--- src/rtl/tcst_pkg.sv ---
// ----------------------------------------------------------------------------
// Touch contact slot tracker package
// Shared constants, register indexes and the control and status bundles
// that pass between the controller and the datapath.
// ----------------------------------------------------------------------------
`default_nettype none

package tcst_pkg;

  localparam int unsigned CfgIdxW = 8;
  localparam int unsigned CoordW  = 16;
  localparam int unsigned SlotOutW  = 3;
  localparam int unsigned CountOutW = 3;

  localparam logic [7:0] REPORT_ID_TOUCH = 8'h04;
  localparam logic [3:0] NIBBLE_MASK     = 4'hF;
  localparam logic [7:0] TIP_MASK        = 8'h01;

  localparam logic [CfgIdxW-1:0] CFG_MAX_X = 8'd0;
  localparam logic [CfgIdxW-1:0] CFG_MAX_Y = 8'd1;

  // Commands from the controller to the datapath.
  typedef struct packed {
    logic accept;  // a report is taken this cycle
    logic emit;    // send one result this cycle
  } tcst_cmd_t;

  // Status from the datapath to the controller.
  typedef struct packed {
    logic id_ok;   // the report on the inputs is a touch report
    logic last;    // the result sent this cycle is the final one
  } tcst_stat_t;

endpackage

`default_nettype wire

--- src/rtl/tcst_ctrl.sv ---
// ----------------------------------------------------------------------------
// Touch contact slot tracker controller
// Sequences the slot update cycle and the result emission cycles.
// ----------------------------------------------------------------------------
`default_nettype none

module tcst_ctrl
  import tcst_pkg::*;
(
  input  wire logic       clk_i,
  input  wire logic       rst_ni,
  input  wire logic       start_i,
  output logic            busy_o,
  input  wire tcst_stat_t stat_i,
  output tcst_cmd_t       cmd_o
);

  typedef enum logic [1:0] {
    ST_IDLE = 2'b01,
    ST_EMIT = 2'b10
  } state_e;

  state_e state_q, state_d;

  always_comb begin
    state_d    = state_q;
    cmd_o      = '0;
    busy_o     = 1'b0;
    unique case (state_q)
      ST_IDLE: begin
        cmd_o.accept = start_i;
        // Reports with another identifier are dropped without any result.
        if (start_i && stat_i.id_ok) begin
          state_d = ST_EMIT;
        end
      end
      ST_EMIT: begin
        busy_o     = 1'b1;
        cmd_o.emit = 1'b1;
        if (stat_i.last) begin
          state_d = ST_IDLE;
        end
      end
      default: begin
        state_d = ST_IDLE;
      end
    endcase
  end

  always_ff @(posedge clk_i or negedge rst_ni) begin
    if (!rst_ni) begin
      state_q <= ST_IDLE;
    end else begin
      state_q <= state_d;
    end
  end

endmodule

`default_nettype wire

--- src/rtl/tcst_dp.sv ---
// ----------------------------------------------------------------------------
// Touch contact slot tracker datapath
// Holds the configured limits, the slot table and the result registers,
// and walks the active slots one per cycle.
// ----------------------------------------------------------------------------
`default_nettype none

module tcst_dp
  import tcst_pkg::*;
#(
  parameter int unsigned NUM_SLOTS = 5
)(
  input  wire logic                  clk_i,
  input  wire logic                  rst_ni,
  input  wire tcst_cmd_t             cmd_i,
  output tcst_stat_t                 stat_o,
  input  wire logic                  cfg_we_i,
  input  wire logic [CfgIdxW-1:0]    cfg_index_i,
  input  wire logic [CoordW-1:0]     cfg_data_i,
  input  wire logic [7:0]            report_id_i,
  input  wire logic [7:0]            status_byte_i,
  input  wire logic [CoordW-1:0]     pos_x_i,
  input  wire logic [CoordW-1:0]     pos_y_i,
  output logic                       result_valid_o,
  output logic [SlotOutW-1:0]        contact_slot_o,
  output logic [CoordW-1:0]          contact_x_o,
  output logic [CoordW-1:0]          contact_y_o,
  output logic [CountOutW-1:0]       active_count_o,
  output logic                       contact_valid_o,
  output logic                       last_of_run_o
);

  localparam int unsigned SlotW = (NUM_SLOTS > 1) ? $clog2(NUM_SLOTS) : 1;
  localparam int unsigned CntW  = $clog2(NUM_SLOTS + 1);

  logic [CoordW-1:0] max_x_q, max_y_q;
  logic [CoordW-1:0] slot_x_q [NUM_SLOTS];
  logic [CoordW-1:0] slot_y_q [NUM_SLOTS];
  logic [NUM_SLOTS-1:0] active_q, active_d;
  logic [NUM_SLOTS-1:0] pend_q, pend_d;
  logic [CntW-1:0] count_q, count_d;

  logic [CoordW-1:0] clamp_x, clamp_y;
  logic [3:0]        cid;
  logic              tip;
  logic              cid_ok;
  logic              upd;
  logic [SlotW-1:0]  sel;
  logic [NUM_SLOTS-1:0] pend_rest;
  logic [4:0]        sel_wide;
  logic [4:0]        count_wide;

  assign clamp_x = (pos_x_i > max_x_q) ? max_x_q : pos_x_i;
  assign clamp_y = (pos_y_i > max_y_q) ? max_y_q : pos_y_i;
  assign cid     = status_byte_i[7:4] & NIBBLE_MASK;
  assign tip     = (status_byte_i & TIP_MASK) != 8'h00;
  assign cid_ok  = {1'b0, cid} < 5'(NUM_SLOTS);

  assign stat_o.id_ok = (report_id_i == REPORT_ID_TOUCH);
  assign upd          = cmd_i.accept && stat_o.id_ok && cid_ok;

  // Slot activity after this report, and its population count.
  always_comb begin
    active_d = active_q;
    for (int i = 0; i < NUM_SLOTS; i++) begin
      if (upd && (cid == 4'(i))) begin
        active_d[i] = tip;
      end
    end
    count_d = '0;
    for (int i = 0; i < NUM_SLOTS; i++) begin
      count_d = count_d + CntW'(active_d[i]);
    end
  end

  // Lowest pending slot is the next one to send.
  always_comb begin
    sel = '0;
    for (int i = NUM_SLOTS - 1; i >= 0; i--) begin
      if (pend_q[i]) begin
        sel = SlotW'(i);
      end
    end
  end

  assign pend_rest   = pend_q & (pend_q - NUM_SLOTS'(1));
  assign stat_o.last = (pend_rest == '0);

  always_comb begin
    pend_d = pend_q;
    if (cmd_i.accept) begin
      pend_d = active_d;
    end else if (cmd_i.emit) begin
      pend_d = pend_rest;
    end
  end

  assign sel_wide   = 5'(sel);
  assign count_wide = 5'(count_q);

  always_ff @(posedge clk_i or negedge rst_ni) begin
    if (!rst_ni) begin
      max_x_q        <= '1;
      max_y_q        <= '1;
      active_q       <= '0;
      pend_q         <= '0;
      count_q        <= '0;
      result_valid_o <= 1'b0;
    end else begin
      if (cfg_we_i) begin
        unique case (cfg_index_i)
          CFG_MAX_X: max_x_q <= cfg_data_i;
          CFG_MAX_Y: max_y_q <= cfg_data_i;
          default: ;
        endcase
      end
      active_q       <= active_d;
      pend_q         <= pend_d;
      if (cmd_i.accept) begin
        count_q <= count_d;
      end
      result_valid_o <= cmd_i.emit;
    end
  end

  // Positions are only read once their slot has been written.
  always_ff @(posedge clk_i) begin
    for (int i = 0; i < NUM_SLOTS; i++) begin
      if (upd && (cid == 4'(i))) begin
        slot_x_q[i] <= clamp_x;
        slot_y_q[i] <= clamp_y;
      end
    end
  end

  always_ff @(posedge clk_i) begin
    if (cmd_i.emit) begin
      last_of_run_o <= stat_o.last;
      if (pend_q == '0) begin
        // No active contact: a single empty result.
        contact_valid_o <= 1'b0;
        contact_slot_o  <= '0;
        contact_x_o     <= '0;
        contact_y_o     <= '0;
        active_count_o  <= '0;
      end else begin
        contact_valid_o <= 1'b1;
        contact_slot_o  <= sel_wide[SlotOutW-1:0];
        contact_x_o     <= slot_x_q[sel];
        contact_y_o     <= slot_y_q[sel];
        active_count_o  <= count_wide[CountOutW-1:0];
      end
    end
  end

endmodule

`default_nettype wire

--- src/rtl/touch_contact_slot_tracker_top.sv ---
// ----------------------------------------------------------------------------
// Touch contact slot tracker
// Keeps per-slot contact positions from touchpad reports and lists the
// active contacts after each report.
// ----------------------------------------------------------------------------
// A report is taken when start_i is high and busy_o is low. A report whose
// identifier is not 4 is dropped in that cycle and gives no result. Any other
// report updates the slot its contact id names (if below NUM_SLOTS) in the
// accept cycle, then the block sends one result per active slot, in slot
// order, one per cycle, and stays busy while it does so (when none is active
// it sends a single empty result). Each result appears on the result ports
// in the cycle after it is picked, for exactly one cycle, marked by
// result_valid_o; it must be taken then. Results are read from the slot
// table one slot at a time.
// The configuration channel is always ready and must only be written while
// no report is in flight.
// ----------------------------------------------------------------------------
`default_nettype none

module touch_contact_slot_tracker_top
  import tcst_pkg::*;
#(
  parameter int unsigned NUM_SLOTS = 5
)(
  input  wire logic                  clk_i,
  input  wire logic                  rst_ni,
  input  wire logic                  start_i,
  output logic                       busy_o,
  input  wire logic [7:0]            report_id_i,
  input  wire logic [7:0]            status_byte_i,
  input  wire logic [CoordW-1:0]     pos_x_i,
  input  wire logic [CoordW-1:0]     pos_y_i,
  input  wire logic                  cfg_valid_i,
  output logic                       cfg_ready_o,
  input  wire logic [CfgIdxW-1:0]    cfg_index_i,
  input  wire logic [CoordW-1:0]     cfg_data_i,
  output logic                       result_valid_o,
  output logic [SlotOutW-1:0]        contact_slot_o,
  output logic [CoordW-1:0]          contact_x_o,
  output logic [CoordW-1:0]          contact_y_o,
  output logic [CountOutW-1:0]       active_count_o,
  output logic                       contact_valid_o,
  output logic                       last_of_run_o
);

  tcst_cmd_t  cmd;
  tcst_stat_t stat;

  assign cfg_ready_o = 1'b1;

  tcst_ctrl u_ctrl (
    .clk_i   (clk_i),
    .rst_ni  (rst_ni),
    .start_i (start_i),
    .busy_o  (busy_o),
    .stat_i  (stat),
    .cmd_o   (cmd)
  );

  tcst_dp #(
    .NUM_SLOTS (NUM_SLOTS)
  ) u_dp (
    .clk_i           (clk_i),
    .rst_ni          (rst_ni),
    .cmd_i           (cmd),
    .stat_o          (stat),
    .cfg_we_i        (cfg_valid_i && cfg_ready_o),
    .cfg_index_i     (cfg_index_i),
    .cfg_data_i      (cfg_data_i),
    .report_id_i     (report_id_i),
    .status_byte_i   (status_byte_i),
    .pos_x_i         (pos_x_i),
    .pos_y_i         (pos_y_i),
    .result_valid_o  (result_valid_o),
    .contact_slot_o  (contact_slot_o),
    .contact_x_o     (contact_x_o),
    .contact_y_o     (contact_y_o),
    .active_count_o  (active_count_o),
    .contact_valid_o (contact_valid_o),
    .last_of_run_o   (last_of_run_o)
  );

endmodule

`default_nettype wire
--- config.mk ---
export PLATFORM = sky130hd
export DESIGN_NAME = touch_contact_slot_tracker_top
export DESIGN_NICKNAME = d
export VERILOG_FILES = /design/src/rtl/tcst_pkg.sv /design/src/rtl/tcst_ctrl.sv /design/src/rtl/tcst_dp.sv /design/src/rtl/touch_contact_slot_tracker_top.sv
export SDC_FILE = /design/constraint.sdc
export NUM_CORES = 1
export LEC_CHECK = 0
export ABC_AREA = 1
export BUFFER_PORTS_ARGS = -buffer_cell sky130_fd_sc_hd__buf_2
export CORE_ASPECT_RATIO = 2
export CORE_UTILIZATION = 50
export CTS_CLUSTER_DIAMETER = 100
export DETAILED_ROUTE_END_ITERATION = 7
export GPL_TIMING_DRIVEN = 0
export PLACE_DENSITY_LB_ADDON = 0.12
export SLEW_MARGIN = 5
export SYNTH_ARGS = -nofsm -noshare
export SYNTH_HDL_FRONTEND = slang
export SYNTH_SLANG_ARGS = --single-unit
export TNS_END_PERCENT = 10
--- constraint.sdc ---
create_clock -name clk_i -period 4.9 [get_ports clk_i]
set_input_delay 0.49 -clock clk_i [delete_from_list [all_inputs] [get_ports clk_i]]
set_output_delay 0.49 -clock clk_i [all_outputs]
set_load 0.01 [all_outputs]
==> impl_metrics.ini <==
[yosys]
netlist_area_um2 = 11100
synth_async_sr_flop_share = 0.194
synth_flop_cell = edfxtp_1
ys_types = 34
synth_cells = 1059
synth-edff-count = 200
syn_avg_cell_area_um2 = 10.5
synth_nets = 1171
yosysSeqAreaShare = 0.651
ys.warnings.count = 0
synth_seq_cells = 248

[routing]
drc = 0
drt_iter0_drc = 386
vias_per_cell = 5.21
wl_um = 26400
ant_nets = 0
vias = 7834
first_pass_iters = 5
wire_per_inst_um = 17.5

[floorplanning]
boundaryPins = 119
die_y_um = 213
dieWidth_um = 107
num_rows = 76
start_util = 0.513
dieArea_um2 = 22900
core_area_um2 = 21700

[cts]
clockRootBuffer = clkbuf_16
clk_latency_ns = 0.51
cts.reportedPaths.clkPinSlew_ns = 0.07
cts_buffer_depth = 3
cts_tree = built
cts-htree-levels = 1
cts.sinks = 248
numCtsBuffers = 22
cts_resized = 0
holdBufCountCts = 0
post-cts-setup-buffers = 0

[power]
power.density_nw_per_um2 = 342
power_mw = 4.44
vdd_drop_max_mv = 0.253
p_leak_nw = 5.44

[outcome]
status = finished clean

[worst_setup_path]
cp.required_ns = 5.35
critPathMaxFanout = 10
worstSetupPathType = reg -> reg
arrival_ns = 3.71
startpoint_type = register
cp-end-kind = register

[sta]
setup_viol = 0
final.setup_skew_ns = 0.0121
hold_viol_final = 0
worstMarginPinSlew_ns = 1.11
max_freq_mhz = 307
period_minus_slack_ns = 3.26
drv_slew = 0
slew_headroom = 0.262
post-route-period-util = 0.665
rsz0062_at_grt = no
whs_ns = 0.219

[cells_and_area]
area_growth_pct = 16.8
layout-drive-gt1-share = 0.209
final_nets = 1326
final_cell_count_no_fill = 1504

[grt]
overflow = 0
grt_pass1_vias = 7608
track_usage = 0.238
grt_first_pass_wirelength_um = 40500
antenna_found_initial = 1
grt_max_degree = 49

[run]
drv_cap = 0

[place]
port_buffers = 114
place.gp.congestion = 0.904
dp_cells = 1463
dpl.hpwl_um = 19800

[hold_path]
hold_class = in -> async
cell usage in the layout, fill, tap and decap left out, types with 17 or more instances in the layout:
cell type,instances
o21ai_0,39
nand2_1,299
buf_2,131
inv_1,119
ha_1,34
edfxtp_1,200
o21ai_1,28
clkbuf_1,17
buf_4,18
clkbuf_16,23
nand3_1,103
a21oi_1,32
nor2_1,64
dfstp_2,33
state kept, by name, indices dropped and copies added, names as in the netlist:
register / count
u_dp.result_valid_o: 1
u_dp.active_count_o: 3
u_dp.last_of_run_o: 1
u_dp.max_x_q: 16
u_dp.pend_q: 5
u_dp.contact_y_o: 16
u_dp.slot_x_q: 80
u_dp.contact_x_o: 16
u_ctrl.state_q: 2
u_dp.count_q: 3
u_dp.max_y_q: 16
u_dp.contact_slot_o: 3
u_dp.slot_y_q: 80
u_dp.contact_valid_o: 1
u_dp.active_q: 5
layer usage:
| metal | up-vias | track usage | wire length [µm] |
|---|---|---|---|
| met3 | 57 | 0.0198 | 979 |
| met4 | 0 | 0.104 | 938 |
| met5 | - | 0 | 0 |
| met2 | 237 | 0.461 | 14900 |
| li1 | 3834 | - | - |
| met1 | 3706 | 0.257 | 9530 |
area by class of cell:
cell class | instances | area [µm²]
multi-input cells | 644 | 3200
clock inverters | 12 | 160
diodes | 1 | 2.50
flip-flops and latches | 248 | 7250
inverters | 125 | 469
clock buffers | 28 | 604
well taps | 273 | 342
fillers | 1884 | 8680
repair buffers | 131 | 731
plain buffers | 42 | 245
report_power, final:
part,internal (mW),switching [mW]
combinational,0.0983,0.198
clock,1.08,0.735
sequential,2.31,0.0186
total,3.49,0.952
per-stage QoR:
step / utilization / setup TNS (ns) / area [µm²] / setup WS, ns
after detailed placement: 0.564 / 0 / 12200 / 1.64
after global placement: 0.555 / -207.18 / 12000 / -2.48
after global routing: 0.599 / 0 / 13000 / 1.45
after floorplan: - / 0 / 11100 / 0.203
after CTS: 0.599 / 0 / 13000 / 1.69
final: 0.599 / 0 / 13000 / 1.64
path summary, 6_finish.rpt:
| check | start | to | slack, ns | depth (start not counted) |
|---|---|---|---|---|
| hold reg to reg | u_dp.count_q[0]$_DFFE_PN0P_ | u_dp.count_q[0]$_DFFE_PN0P_ | 0.48 | 2 |
| hold / removal | rst_ni | u_dp.pend_q[0]$_DFFE_PN0P_ | 0.22 | 1 |
| setup / recovery | u_ctrl.state_q[0]$_DFFE_PN1P_ | u_dp.count_q[1]$_DFFE_PN0P_ | 1.64 | 15 |
| setup reg to reg | u_ctrl.state_q[0]$_DFFE_PN1P_ | u_dp.count_q[1]$_DFFE_PN0P_ | 1.64 | 15 |
| max in group asynchronous | rst_ni | u_ctrl.state_q[1]$_DFFE_PN0P_ | 4.02 | 1 |
| min in group clk_i | cfg_data_i[14] | u_dp.max_y_q[14]$_DFFE_PN1P_ | 0.22 | 3 |
cell usage after synthesis (2+ instances only):
cell type	instances	area, µm²
a21o_1	2	15.0
a21oi_1	32	160
a21oi_2	6	52.6
and2_1	2	12.5
buf_2	16	80.1
buf_4	8	60.1
buf_6	5	56.3
clkbuf_1	13	48.8
dfrtp_1	15	375
dfstp_2	33	867
edfxtp_1	200	6010
fa_1	2	40.0
ha_1	34	425
inv_1	120	450
inv_2	5	18.8
nand2_1	299	1120
nand2_2	5	31.3
nand3_1	103	515
nand3_2	2	20.0
nand4_1	8	50.1
nor2_1	65	244
nor2_4	2	22.5
nor3_1	4	20.0
nor4_1	2	12.5
o211ai_1	2	15.0
o21ai_0	39	195
o21ai_1	28	140
cells by family (layout without fill, tap and decap cells):
logic type      Yosys count  count (layout)  synth area share
buf+inv                 167             338            0.0642
simple gates            498             498             0.190
compound gates          109             109            0.0519
other cells               1               2          0.000337
fa+ha+maj                36              36            0.0418
flops                   248             248             0.651
worst max-delay path: stages, from the launching register on:
cell and delay, ns:
dfstp_2 0.55, nand2_1 0.06, nor2_1 0.12, nand2_1 0.08
nor2_2 0.17, buf_2 0.25, nand4_1 0.13, and2_1 0.20
ha_1 0.27, inv_1 0.04, fa_1 0.48, inv_1 0.04
ha_1 0.20, fa_1 0.47, nand2_1 0.05, nand2_1 0.08
(Power assumes the default switching activity.)
